[src/rtl/core/ucs_pkg.sv]
// URL component splitter: shared types, codes and widths.
// No dependencies; imported by every module of the splitter.
package ucs_pkg;

  localparam int unsigned UCS_MAX_URL_LEN = 1024;

  localparam int unsigned CH_W    = 8;
  localparam int unsigned COMP_W  = 4;
  localparam int unsigned START_W = 10;
  localparam int unsigned LEN_W   = 11;
  localparam int unsigned PORT_W  = 16;
  localparam int unsigned NUM_SEC = 9;
  localparam int unsigned SEC_W   = 4;
  localparam int unsigned ENTRY_W = START_W + LEN_W;
  localparam int unsigned DIGIT_W = PORT_W + 1;

  // Front-end phase while the optional scheme is being recognised.
  typedef enum logic [1:0] {
    PH_CAND,
    PH_COLON,
    PH_SLASH,
    PH_MAIN
  } ucs_phase_e;

  // Section of the URL; also the entry index of the range table.
  typedef enum logic [SEC_W-1:0] {
    SEC_SCHEME = 4'd0,
    SEC_USER   = 4'd1,
    SEC_PASS   = 4'd2,
    SEC_HOST   = 4'd3,
    SEC_PORT   = 4'd4,
    SEC_PATH   = 4'd5,
    SEC_PARAMS = 4'd6,
    SEC_QUERY  = 4'd7,
    SEC_FRAG   = 4'd8
  } ucs_sec_e;

  // Component codes on the result channel.
  localparam logic [COMP_W-1:0] COMP_SCHEME     = 4'd0;
  localparam logic [COMP_W-1:0] COMP_USER       = 4'd1;
  localparam logic [COMP_W-1:0] COMP_PASS       = 4'd2;
  localparam logic [COMP_W-1:0] COMP_HOST       = 4'd3;
  localparam logic [COMP_W-1:0] COMP_PORT       = 4'd4;
  localparam logic [COMP_W-1:0] COMP_PATH       = 4'd5;
  localparam logic [COMP_W-1:0] COMP_PARAMS     = 4'd6;
  localparam logic [COMP_W-1:0] COMP_QUERY      = 4'd7;
  localparam logic [COMP_W-1:0] COMP_FRAG       = 4'd8;
  localparam logic [COMP_W-1:0] COMP_PATH_QUERY = 4'd9;

  // Characters of interest.
  localparam logic [CH_W-1:0] CH_COLON = 8'h3a;
  localparam logic [CH_W-1:0] CH_AT    = 8'h40;
  localparam logic [CH_W-1:0] CH_SLASH = 8'h2f;
  localparam logic [CH_W-1:0] CH_SEMI  = 8'h3b;
  localparam logic [CH_W-1:0] CH_QUEST = 8'h3f;
  localparam logic [CH_W-1:0] CH_HASH  = 8'h23;
  localparam logic [CH_W-1:0] CH_SPACE = 8'h20;
  localparam logic [CH_W-1:0] CH_DEL   = 8'h7f;
  localparam logic [CH_W-1:0] CH_ZERO  = 8'h30;
  localparam logic [CH_W-1:0] CH_NINE  = 8'h39;

  localparam logic [DIGIT_W-1:0] DIGIT_BAD = 17'h10000;

  // One range-table write.
  typedef struct packed {
    logic               en;
    ucs_sec_e           sec;
    logic [START_W-1:0] start;
    logic [LEN_W-1:0]   len;
  } ucs_wr_t;

  // Summary of a finished URL, handed to the result side.
  typedef struct packed {
    logic               ok;
    logic               saw_at;
    logic [PORT_W-1:0]  port;
    logic               fin_en;
    ucs_sec_e           fin_sec;
    logic [START_W-1:0] fin_start;
    logic [LEN_W-1:0]   fin_len;
  } ucs_job_t;

endpackage

[src/rtl/core/url_component_splitter.sv]
// Top level of the URL component splitter: byte scanner plus table readout.
// Depends on ucs_pkg, ucs_scan and ucs_readout.
//
//  channel  direction  handshake                 payload
//  in       sink       in_valid_i / in_stall_o   ch_i, last_char_i
//  out      source     out_valid_o / out_stall_i component_o, start_res_o, length_o,
//                                                port_number_o, ok_o, last_result_o
//
// One input beat per cycle. Each beat is classified and the scanner state is
// updated in that cycle; a closed component range is written to the range
// table memory at once. The last beat of a URL hands a job to the readout,
// which drains the table at one entry per cycle through the registered memory
// read: ten result beats per URL, one for an error. The table has two banks,
// so the next URL fills one while the previous drains; a last beat is held
// off while the readout still issues reads or its read stage is occupied, so
// URLs of eleven bytes or more run at one byte per cycle. Reset is
// asynchronous and clears the entry valid flags at once: no clearing pass.
// out_stall_i holds the output register and the read stage; input beats keep
// flowing until a last beat needs the readout.
module url_component_splitter #(
  parameter int unsigned MAX_URL_LEN = ucs_pkg::UCS_MAX_URL_LEN
) (
  input  logic                        clk_i,
  input  logic                        rst_ni,
  input  logic                        in_valid_i,
  output logic                        in_stall_o,
  input  logic [ucs_pkg::CH_W-1:0]    ch_i,
  input  logic                        last_char_i,
  output logic                        out_valid_o,
  input  logic                        out_stall_i,
  output logic [ucs_pkg::COMP_W-1:0]  component_o,
  output logic [ucs_pkg::START_W-1:0] start_res_o,
  output logic [ucs_pkg::LEN_W-1:0]   length_o,
  output logic [ucs_pkg::PORT_W-1:0]  port_number_o,
  output logic                        ok_o,
  output logic                        last_result_o
);
  import ucs_pkg::*;

  ucs_wr_t  wr;
  ucs_job_t job;
  logic     job_valid;
  logic     launch_ok;

  // Scanner: phase/section tracking, port digits, error detection.
  ucs_scan #(
    .MAX_URL_LEN (MAX_URL_LEN)
  ) u_scan (
    .clk_i       (clk_i),
    .rst_ni      (rst_ni),
    .in_valid_i  (in_valid_i),
    .in_stall_o  (in_stall_o),
    .ch_i        (ch_i),
    .last_char_i (last_char_i),
    .launch_ok_i (launch_ok),
    .wr_o        (wr),
    .job_valid_o (job_valid),
    .job_o       (job)
  );

  // Readout: range table memory and the ten-beat result sequence.
  ucs_readout u_readout (
    .clk_i         (clk_i),
    .rst_ni        (rst_ni),
    .wr_i          (wr),
    .job_valid_i   (job_valid),
    .job_i         (job),
    .launch_ok_o   (launch_ok),
    .out_valid_o   (out_valid_o),
    .out_stall_i   (out_stall_i),
    .component_o   (component_o),
    .start_res_o   (start_res_o),
    .length_o      (length_o),
    .port_number_o (port_number_o),
    .ok_o          (ok_o),
    .last_result_o (last_result_o)
  );

endmodule

[src/rtl/core/ucs_scan.sv]
// Byte scanner: tracks phase and section of the URL, port digits and errors.
// Depends on ucs_pkg; issues range-table writes and a job per finished URL.
module ucs_scan #(
  parameter int unsigned MAX_URL_LEN = ucs_pkg::UCS_MAX_URL_LEN
) (
  input  logic                     clk_i,
  input  logic                     rst_ni,
  input  logic                     in_valid_i,
  output logic                     in_stall_o,
  input  logic [ucs_pkg::CH_W-1:0] ch_i,
  input  logic                     last_char_i,
  input  logic                     launch_ok_i,
  output ucs_pkg::ucs_wr_t         wr_o,
  output logic                     job_valid_o,
  output ucs_pkg::ucs_job_t        job_o
);
  import ucs_pkg::*;

  localparam int unsigned PW = $clog2(MAX_URL_LEN + 1);
  localparam logic [PW-1:0] MaxLen = PW'(MAX_URL_LEN);

  ucs_phase_e         phase_q, phase_d;
  ucs_sec_e           section_q, section_d;
  logic [PW-1:0]      position_q, position_d;
  logic [PW-1:0]      seg_q, seg_d;
  logic               saw_at_q, saw_at_d;
  logic               error_q, error_d;
  logic               frag_q, frag_d;
  logic [DIGIT_W-1:0] ppv_q, ppv_d;
  logic [DIGIT_W-1:0] pv_q, pv_d;

  logic               accept;
  logic               forbidden;
  logic               scheme_c;
  logic               sch_wr;
  logic               st_en;
  ucs_sec_e           st_sec;
  logic [PW-1:0]      st_seg;
  ucs_sec_e           fin_sec;
  logic [PW-1:0]      fin_seg;
  logic [DIGIT_W-1:0] pv_sel;

  function automatic logic [DIGIT_W-1:0] add_digit(logic [DIGIT_W-1:0] v,
                                                   logic [CH_W-1:0] c);
    logic [PORT_W-1:0] t;
    t = PORT_W'(v[PORT_W-1:0] << 3) + PORT_W'(v[PORT_W-1:0] << 1)
        + PORT_W'(c[3:0]);
    if (v[PORT_W]) begin
      return v;
    end else if (c < CH_ZERO || c > CH_NINE) begin
      return DIGIT_BAD;
    end
    return {1'b0, t};
  endfunction

  assign in_stall_o = last_char_i & ~launch_ok_i;
  assign accept     = in_valid_i & ~in_stall_o;

  // Character classes.
  always_comb begin
    forbidden = (ch_i < CH_SPACE) || ch_i[7] || (ch_i == CH_DEL);
    unique case (ch_i)
      8'h20, 8'h22, 8'h3c, 8'h3e, 8'h5b, 8'h5c,
      8'h5d, 8'h5e, 8'h60, 8'h7b, 8'h7c, 8'h7d: forbidden = 1'b1;
      default: ;
    endcase
    scheme_c = (ch_i >= 8'h61 && ch_i <= 8'h7a) || (ch_i >= 8'h41 && ch_i <= 8'h5a) ||
               (ch_i >= CH_ZERO && ch_i <= CH_NINE) ||
               ch_i == 8'h2e || ch_i == 8'h2b || ch_i == 8'h2d;
  end

  // Next state of the scanner.
  always_comb begin
    logic          over;
    logic          pm_go;
    logic          col_err;
    ucs_sec_e      pm_sec;
    logic [PW-1:0] pm_seg;
    phase_d    = phase_q;
    section_d  = section_q;
    seg_d      = seg_q;
    saw_at_d   = saw_at_q;
    frag_d     = frag_q;
    ppv_d      = ppv_q;
    pv_d       = pv_q;
    over       = (position_q >= MaxLen);
    error_d    = error_q | over;
    position_d = over ? position_q : PW'(position_q + 1'b1);
    sch_wr     = 1'b0;
    st_en      = 1'b0;
    st_sec     = SEC_SCHEME;
    st_seg     = '0;
    pm_go      = 1'b0;
    col_err    = 1'b0;
    pm_sec     = section_q;
    pm_seg     = seg_q;

    if (!error_d && !frag_q) begin
      unique case (phase_q)
        PH_CAND: begin
          if (scheme_c) begin
            // stay a scheme candidate
          end else if (ch_i == CH_COLON) begin
            if (position_q == '0) begin
              error_d = 1'b1;
            end else begin
              sch_wr  = 1'b1;
              phase_d = PH_COLON;
            end
          end else if (ch_i == CH_SLASH && position_q == '0) begin
            phase_d = PH_SLASH;
            seg_d   = '0;
          end else begin
            phase_d = PH_MAIN;
            pm_go   = 1'b1;
            pm_sec  = SEC_PATH;
            pm_seg  = '0;
          end
        end
        PH_COLON: begin
          seg_d = position_q;
          if (ch_i == CH_SLASH) begin
            phase_d = PH_SLASH;
          end else begin
            phase_d = PH_MAIN;
            pm_go   = 1'b1;
            pm_sec  = SEC_PATH;
            pm_seg  = position_q;
          end
        end
        PH_SLASH: begin
          phase_d = PH_MAIN;
          if (ch_i == CH_SLASH) begin
            section_d = SEC_USER;
            seg_d     = PW'(position_q + 1'b1);
          end else begin
            pm_go  = 1'b1;
            pm_sec = SEC_PATH;
            pm_seg = seg_q;
          end
        end
        PH_MAIN: begin
          pm_go = 1'b1;
        end
        default: ;
      endcase
    end

    if (pm_go) begin
      section_d = pm_sec;
      seg_d     = pm_seg;
      st_seg    = pm_seg;
      st_sec    = pm_sec;
      if (forbidden) begin
        error_d = 1'b1;
      end else begin
        unique case (ch_i)
          CH_COLON: begin
            if (pm_sec == SEC_USER || pm_sec == SEC_HOST) begin
              st_en     = 1'b1;
              seg_d     = PW'(position_q + 1'b1);
              section_d = (pm_sec == SEC_USER) ? SEC_PASS : SEC_PORT;
            end else if (pm_sec == SEC_PASS || pm_sec == SEC_PORT) begin
              error_d = 1'b1;
              col_err = 1'b1;
            end
          end
          CH_AT: begin
            if (pm_sec == SEC_USER || pm_sec == SEC_PASS) begin
              saw_at_d  = 1'b1;
              st_en     = 1'b1;
              seg_d     = PW'(position_q + 1'b1);
              section_d = SEC_HOST;
            end
          end
          CH_SLASH: begin
            if (pm_sec == SEC_USER || pm_sec == SEC_PASS ||
                pm_sec == SEC_HOST || pm_sec == SEC_PORT) begin
              // a slash straight after the user part closes a host
              if (pm_sec == SEC_USER) begin
                saw_at_d = 1'b1;
                st_sec   = SEC_HOST;
              end
              st_en     = 1'b1;
              seg_d     = position_q;
              section_d = SEC_PATH;
            end
          end
          CH_SEMI: begin
            if (pm_sec == SEC_PATH) begin
              st_en     = 1'b1;
              seg_d     = PW'(position_q + 1'b1);
              section_d = SEC_PARAMS;
            end
          end
          CH_QUEST: begin
            if (pm_sec == SEC_PATH || pm_sec == SEC_PARAMS) begin
              st_en     = 1'b1;
              seg_d     = PW'(position_q + 1'b1);
              section_d = SEC_QUERY;
            end
          end
          CH_HASH: begin
            st_en     = 1'b1;
            seg_d     = PW'(position_q + 1'b1);
            section_d = SEC_FRAG;
            frag_d    = 1'b1;
          end
          default: ;
        endcase
        if (!col_err && section_d == pm_sec) begin
          if (pm_sec == SEC_PASS) begin
            ppv_d = add_digit(ppv_q, ch_i);
          end else if (pm_sec == SEC_PORT) begin
            pv_d = add_digit(pv_q, ch_i);
          end
        end
      end
    end
  end

  // Table write and job summary.
  always_comb begin
    logic [PW-1:0] fin_len_full;
    wr_o.en    = accept & (sch_wr | (st_en & (position_q > st_seg)));
    wr_o.sec   = sch_wr ? SEC_SCHEME : st_sec;
    wr_o.start = sch_wr ? '0 : START_W'(st_seg);
    wr_o.len   = sch_wr ? LEN_W'(position_q) : LEN_W'(position_q - st_seg);

    unique case (phase_d)
      PH_CAND: begin
        fin_sec = SEC_PATH;
        fin_seg = '0;
      end
      PH_COLON: begin
        fin_sec = SEC_PATH;
        fin_seg = position_d;
      end
      PH_SLASH: begin
        fin_sec = SEC_PATH;
        fin_seg = seg_d;
      end
      default: begin
        fin_sec = section_d;
        fin_seg = seg_d;
      end
    endcase
    fin_len_full = position_d - fin_seg;
    pv_sel       = saw_at_d ? pv_d : ppv_d;

    job_valid_o       = accept & last_char_i;
    job_o.ok          = ~error_d;
    job_o.saw_at      = saw_at_d;
    job_o.port        = pv_sel[PORT_W] ? '0 : pv_sel[PORT_W-1:0];
    job_o.fin_en      = position_d > fin_seg;
    job_o.fin_sec     = fin_sec;
    job_o.fin_start   = START_W'(fin_seg);
    job_o.fin_len     = LEN_W'(fin_len_full);
  end

  // Advance on every beat; return to the idle URL state after the last byte.
  always_ff @(posedge clk_i or negedge rst_ni) begin
    if (!rst_ni) begin
      phase_q    <= PH_CAND;
      section_q  <= SEC_SCHEME;
      position_q <= '0;
      seg_q      <= '0;
      saw_at_q   <= 1'b0;
      error_q    <= 1'b0;
      frag_q     <= 1'b0;
      ppv_q      <= '0;
      pv_q       <= '0;
    end else if (accept) begin
      if (last_char_i) begin
        phase_q    <= PH_CAND;
        section_q  <= SEC_SCHEME;
        position_q <= '0;
        seg_q      <= '0;
        saw_at_q   <= 1'b0;
        error_q    <= 1'b0;
        frag_q     <= 1'b0;
        ppv_q      <= '0;
        pv_q       <= '0;
      end else begin
        phase_q    <= phase_d;
        section_q  <= section_d;
        position_q <= position_d;
        seg_q      <= seg_d;
        saw_at_q   <= saw_at_d;
        error_q    <= error_d;
        frag_q     <= frag_d;
        ppv_q      <= ppv_d;
        pv_q       <= pv_d;
      end
    end
  end

endmodule

[src/rtl/core/ucs_readout.sv]
// Range-table memory (two banks) and result sequencer.
// Depends on ucs_pkg; fed by ucs_scan with table writes and finished jobs.
module ucs_readout (
  input  logic                          clk_i,
  input  logic                          rst_ni,
  input  ucs_pkg::ucs_wr_t              wr_i,
  input  logic                          job_valid_i,
  input  ucs_pkg::ucs_job_t             job_i,
  output logic                          launch_ok_o,
  output logic                          out_valid_o,
  input  logic                          out_stall_i,
  output logic [ucs_pkg::COMP_W-1:0]    component_o,
  output logic [ucs_pkg::START_W-1:0]   start_res_o,
  output logic [ucs_pkg::LEN_W-1:0]     length_o,
  output logic [ucs_pkg::PORT_W-1:0]    port_number_o,
  output logic                          ok_o,
  output logic                          last_result_o
);
  import ucs_pkg::*;

  // Table storage: one bank fills while the other drains.
  logic [ENTRY_W-1:0] mem_q [2][NUM_SEC];
  logic [ENTRY_W-1:0] rdata_q;

  logic               wr_bank_q, rd_bank_q;
  logic [NUM_SEC-1:0] vld_q, vld_d, snap_q;
  ucs_job_t           job_q;

  logic               rd_busy_q, rd_busy_d;
  logic [COMP_W-1:0]  k_q;
  logic               s1_valid_q;
  logic [COMP_W-1:0]  s1_k_q;
  logic               out_valid_q;

  logic [LEN_W-1:0]   pq_len_q;
  logic [START_W-1:0] path_start_q;
  logic               path_hit_q;

  logic               out_free, s1_adv, issue, launch;
  ucs_sec_e           rd_idx, s1_idx;
  logic               eff_pr;
  logic [START_W-1:0] eff_start;
  logic [LEN_W-1:0]   eff_len;
  logic               s1_last;

  function automatic ucs_sec_e comp_to_idx(logic [COMP_W-1:0] k, logic saw);
    ucs_sec_e idx;
    unique case (k)
      COMP_SCHEME: idx = SEC_SCHEME;
      COMP_USER:   idx = SEC_USER;
      COMP_PASS:   idx = SEC_PASS;
      COMP_HOST:   idx = saw ? SEC_HOST : SEC_USER;
      COMP_PORT:   idx = saw ? SEC_PORT : SEC_PASS;
      COMP_PARAMS: idx = SEC_PARAMS;
      COMP_QUERY:  idx = SEC_QUERY;
      COMP_FRAG:   idx = SEC_FRAG;
      default:     idx = SEC_PATH;
    endcase
    return idx;
  endfunction

  assign out_free    = ~out_valid_q | ~out_stall_i;
  assign s1_adv      = s1_valid_q & out_free;
  assign issue       = rd_busy_q & (~s1_valid_q | s1_adv);
  assign launch_ok_o = ~rd_busy_q & (~s1_valid_q | s1_adv);
  assign launch      = job_valid_i;
  assign rd_idx      = comp_to_idx(k_q, job_q.saw_at);
  assign s1_idx      = comp_to_idx(s1_k_q, job_q.saw_at);
  assign s1_last     = (s1_k_q == COMP_PATH_QUERY) | ~job_q.ok;
  assign out_valid_o = out_valid_q;

  always_ff @(posedge clk_i) begin
    if (wr_i.en) begin
      mem_q[wr_bank_q][wr_i.sec] <= {wr_i.start, wr_i.len};
    end
    if (issue) begin
      rdata_q <= mem_q[rd_bank_q][rd_idx];
    end
  end

  // Entry valid flags of the filling bank; the drain side keeps a snapshot.
  always_comb begin
    vld_d = vld_q;
    if (wr_i.en) begin
      vld_d[wr_i.sec] = 1'b1;
    end
  end

  always_comb begin
    rd_busy_d = rd_busy_q;
    if (issue && (k_q == COMP_PATH_QUERY || !job_q.ok)) begin
      rd_busy_d = 1'b0;
    end
    if (launch) begin
      rd_busy_d = 1'b1;
    end
  end

  // Effective entry: the closing range of the URL overrides the table.
  always_comb begin
    if (job_q.fin_en && job_q.fin_sec == s1_idx) begin
      eff_pr    = 1'b1;
      eff_start = job_q.fin_start;
      eff_len   = job_q.fin_len;
    end else if (snap_q[s1_idx]) begin
      eff_pr    = 1'b1;
      eff_start = rdata_q[ENTRY_W-1:LEN_W];
      eff_len   = rdata_q[LEN_W-1:0];
    end else begin
      eff_pr    = 1'b0;
      eff_start = '0;
      eff_len   = '0;
    end
  end

  always_ff @(posedge clk_i or negedge rst_ni) begin
    if (!rst_ni) begin
      wr_bank_q   <= 1'b0;
      rd_bank_q   <= 1'b0;
      vld_q       <= '0;
      snap_q      <= '0;
      rd_busy_q   <= 1'b0;
      k_q         <= '0;
      s1_valid_q  <= 1'b0;
      out_valid_q <= 1'b0;
      path_hit_q  <= 1'b0;
      job_q       <= '0;
    end else begin
      rd_busy_q <= rd_busy_d;
      if (launch) begin
        snap_q    <= vld_d;
        vld_q     <= '0;
        job_q     <= job_i;
        rd_bank_q <= wr_bank_q;
        wr_bank_q <= ~wr_bank_q;
        k_q       <= '0;
      end else begin
        vld_q <= vld_d;
        if (issue) begin
          k_q <= k_q + 1'b1;
        end
      end
      if (issue) begin
        s1_valid_q <= 1'b1;
      end else if (s1_adv) begin
        s1_valid_q <= 1'b0;
      end
      if (s1_adv) begin
        out_valid_q <= 1'b1;
      end else if (!out_stall_i) begin
        out_valid_q <= 1'b0;
      end
      if (launch) begin
        path_hit_q <= 1'b0;
      end else if (s1_adv && s1_k_q == COMP_PATH) begin
        path_hit_q <= eff_pr;
      end
    end
  end

  // Data path: read stage tag, path-plus-query sum and output register.
  always_ff @(posedge clk_i) begin
    if (issue) begin
      s1_k_q <= k_q;
    end
    if (launch) begin
      pq_len_q <= '0;
    end else if (s1_adv) begin
      if (s1_k_q == COMP_PATH) begin
        pq_len_q     <= eff_len;
        path_start_q <= eff_start;
      end else if ((s1_k_q == COMP_PARAMS || s1_k_q == COMP_QUERY) &&
                   eff_pr && path_hit_q) begin
        pq_len_q <= pq_len_q + eff_len + LEN_W'(1);
      end
    end
    if (s1_adv) begin
      last_result_o <= s1_last;
      ok_o          <= job_q.ok;
      port_number_o <= job_q.ok ? job_q.port : '0;
      if (!job_q.ok) begin
        component_o <= COMP_SCHEME;
        start_res_o <= '0;
        length_o    <= '0;
      end else if (s1_k_q == COMP_PATH_QUERY) begin
        component_o <= COMP_PATH_QUERY;
        start_res_o <= path_hit_q ? path_start_q : '0;
        length_o    <= path_hit_q ? pq_len_q : '0;
      end else if (!job_q.saw_at && (s1_k_q == COMP_USER || s1_k_q == COMP_PASS)) begin
        component_o <= s1_k_q;
        start_res_o <= '0;
        length_o    <= '0;
      end else begin
        component_o <= s1_k_q;
        start_res_o <= eff_start;
        length_o    <= eff_len;
      end
    end
  end

endmodule
[config.mk]
export PLATFORM = sky130hd
export DESIGN_NAME = url_component_splitter
export DESIGN_NICKNAME = d
export VERILOG_FILES = /design/src/rtl/core/ucs_pkg.sv /design/src/rtl/core/url_component_splitter.sv /design/src/rtl/core/ucs_scan.sv /design/src/rtl/core/ucs_readout.sv
export SDC_FILE = /design/constraint.sdc
export NUM_CORES = 1
export LEC_CHECK = 0
export BUFFER_PORTS_ARGS = -buffer_cell sky130_fd_sc_hd__buf_4
export CORE_UTILIZATION = 50
export DETAILED_ROUTE_END_ITERATION = 16
export PLACE_DENSITY = 0.79
export SYNTH_ARGS = -nofsm -noshare
export SYNTH_HDL_FRONTEND = slang
export SYNTH_SLANG_ARGS = --single-unit
[constraint.sdc]
create_clock -name clk_i -period 6.4 [get_ports clk_i]
set_input_delay 1.28 -clock clk_i [delete_from_list [all_inputs] [get_ports clk_i]]
set_output_delay 1.28 -clock clk_i [all_outputs]
set_load 0.03 [all_outputs]
==> results.cfg <==
[detailed_routing]
ant_nets = 0
via_per_inst = 6.38
wl_per_cell_um = 25.0
drcViolationCount = 0
finalWirelength_um = 83700
drt-initial-drc-count = 2338
firstDrtPassIters = 6
dr_total_vias = 21400

[placement]
gp_congestion = 0.967
io_buffers = 57
dp_hpwl_um = 54900

[setup_path]
criticalPathCategory = flop to flop
crit_arrival_ps = 6480
path_max_fanout = 18
slowest_stage = or4_4
cp.required_ps = 6920
cpPeakStageDelay_ps = 580
start_kind = flop
critPathTopFamily = compound AO/OA/AOI/OAI gates
path_common_cell = o21ai_0
critPathBufInv = 0
cp-end-kind = flop
path_cells = ha_1 > or4_4 > o311a_1 > a311oi_1 > o32ai_2 > nor3b_2 > a21oi_1 > nor4_2 > and2_1 > o221ai_1 > a31oi_1 > ha_1 > nor2b_1 > o21ai_0 > a21oi_1 > o21ai_0 > a21boi_0 > o21ai_0 > a21boi_0 > o21ai_0 > a21oi_1 > o21ai_0 > a21oi_1

[global_routing]
overflow = 0
grt_use_total = 0.279
first_global_vias = 21100
antenna_found_initial = 5
grt_max_degree = 77
grt_pass1_wl_um = 128000

[finish]
area_delta_synth_final_pct = 13.5
layout.nets = 2648
nFillCells = 4512
final_cell_mix = edfxtp_1, nand2_1, buf_4
mostFrequentLayoutCell = edfxtp_1
drive_gt1_frac = 0.158
final_util = 0.574

[sta]
slew_violations = 0
fin_crit_ps = 5960
fmax_mhz = 168
finalHoldViolCount = 0
setup_violations = 0
maxSlewHeadroom = 0.228
fin_crit_sh = 0.932
tightest_slew_ps = 1160
rsz0062_at_grt = no
fin_setup_tns_ps = 0
skew_ps = 32.1

[logic_synthesis]
yosysWarnings = 0
yosysTopAreaCell = edfxtp_1
synth_seq_area_share = 0.582
syn_area_per_cell_um2 = 12.2
synth_top_area_share = 0.460
async_flop_share = 0.227
yosysUniqueCellTypes = 92
syn-cell-area_mm2 = 0.0298
synth_flop_cell = edfxtp_1
ys_ff_latch = 604
synthCells = 2437
synth_fp_nets = 2552
netlist_top_cells_area = edfxtp_1, dfrtp_1, mux4_2, nand2_1, ha_1
synth_edf_count = 456

[pwr]
vdd_drop_max_v = 0.000433
combPwrFrac = 0.449
switchingPower_mw = 6.74
swShare = 0.404
leakagePower_nw = 12.8
pwr-share-clk = 0.204
p_per_area_mw_per_mm2 = 492
internal_power_mw = 9.92
seqPwrFrac = 0.347

[floorplanning]
dieArea_mm2 = 0.0606
rows = 89
die_w_um = 246
core_mm2 = 0.0589
boundaryPins = 58
die_height_um = 246
start_util = 0.506

[flow_run]
max_cap_violations = 0

[clock_tree]
cts_hold_buf = 0
clk_pin_slew_worst_paths_ps = 70
postCtsSetupBuffers = 0
cts_resized = 0
cts_htree_levels = 2
tritoncts = done
worst_skew_pair.late_latency_ps = 640
cts-root-buf = clkbuf_16
clock-sinks = 604
clock_path_buffers = 3
numCtsBuffers = 58

[status]
status = finished clean

[min_path]
hold_class = flop to flop
-- cells in the mapped netlist, types with 36 or more instances --
master / n
nor2b_1: 41
o21ai_0: 150
mux2i_1: 41
dfrtp_1: 137
nor3_1: 36
a22oi_1: 42
clkbuf_1: 123
nor2_1: 137
xnor2_1: 40
a21oi_1: 92
nand2_1: 322
edfxtp_1: 456
mux4_2: 84
ha_1: 95
inv_1: 68
nand3_1: 62
-- power groups by stage --
stage | Combinational, mW | Sequential (mW) | Clock [mW]
5_1_grt | 7.96 | 5.83 | 3.56
4_1_cts | 7.34 | 5.79 | 3.42
2_1_floorplan | 4.46 | 5.81 | 0
3_5_place_dp | 7.24 | 5.86 | 0
3_3_place_gp | 7.07 | 5.85 | 0
6_report | 7.48 | 5.79 | 3.39
-- metal layers --
metal,GRT usage,share of wire,up-vias
li1,-,-,9379
met4,0.120,0.043,10
met2,0.449,0.48,1151
met3,0.0521,0.087,210
met1,0.370,0.39,10600
met5,0,0.00088,-
-- tightest hold or removal path: stages (launching register included) --
cell and delay, ps:
dfrtp_1 340, nand2_1 50, o21ai_1 60
-- registers in the layout (all words and copies together) (netlist names), 11 cells and up --
name                     cells
u_readout.mem_q            378
u_readout.job_q             44
u_readout.rdata_q           21
u_scan.ppv_q                17
u_scan.pv_q                 17
u_readout.port_number_o     16
u_readout.length_o          11
u_readout.pq_len_q          11
u_scan.position_q           11
u_scan.seg_q                11
-- logic make-up (layout without fill, tap and decap cells) --
family / count (synthesis) / in the layout / synth area share
fa+ha+maj: 102 / 102 / 0.0446
compound gates: 578 / 578 / 0.129
simple gates: 746 / 746 / 0.118
buf+inv: 217 / 360 / 0.0288
xor+xnor: 60 / 60 / 0.0176
other cells: 0 / 1 / 0
mux: 130 / 130 / 0.0791
flops: 604 / 604 / 0.582
-- through the flow --
stage	hold slack, ps	power, mW	cells	instance area (µm²)	setup slack (ps)
floorplan	423	10.3	2437	29900	-147
finish	478	16.7	3354	33800	438
CTS	482	16.5	3353	33800	597
global placement	467	12.9	3246	32000	168
global route	511	17.4	3353	33800	59.9
detailed placement	469	13.1	3246	32000	47.6
-- path summary, 6_finish.rpt --
path                                                      start                              end  slack (ps)  cells past startpoint
worst max-delay path              u_scan.phase_q[1]$_DFFE_PN0P_  u_readout.job_q[25]$_DFFE_PN0P_         440                     23
worst min-delay path            u_readout.snap_q[3]$_DFFE_PN0P_  u_readout.snap_q[3]$_DFFE_PN0P_         480                      2
worst max register to register    u_scan.phase_q[1]$_DFFE_PN0P_  u_readout.job_q[25]$_DFFE_PN0P_         440                     23
worst min register to register  u_readout.snap_q[3]$_DFFE_PN0P_  u_readout.snap_q[3]$_DFFE_PN0P_         480                      2
max in group asynchronous                                rst_ni  u_readout.rd_bank_q$_DFFE_PN0P_        4690                      2
min in group asynchronous                                rst_ni      u_scan.ppv_q[0]$_DFFE_PN0P_         580                      1
-- final cells by class --
cell class                 count  area (µm²)  share of cell area
sequential                   604       17300               0.513
multi-input combinational   1616       11800               0.348
timing repair buffer         185        1630              0.0482
clock buffer                  77        1560              0.0462
tap                          773         967              0.0286
clock inverter                30         304             0.00899
inverter                      68         255             0.00754
antenna                        1        2.50           0.0000740
(Power assumes the default switching activity.)
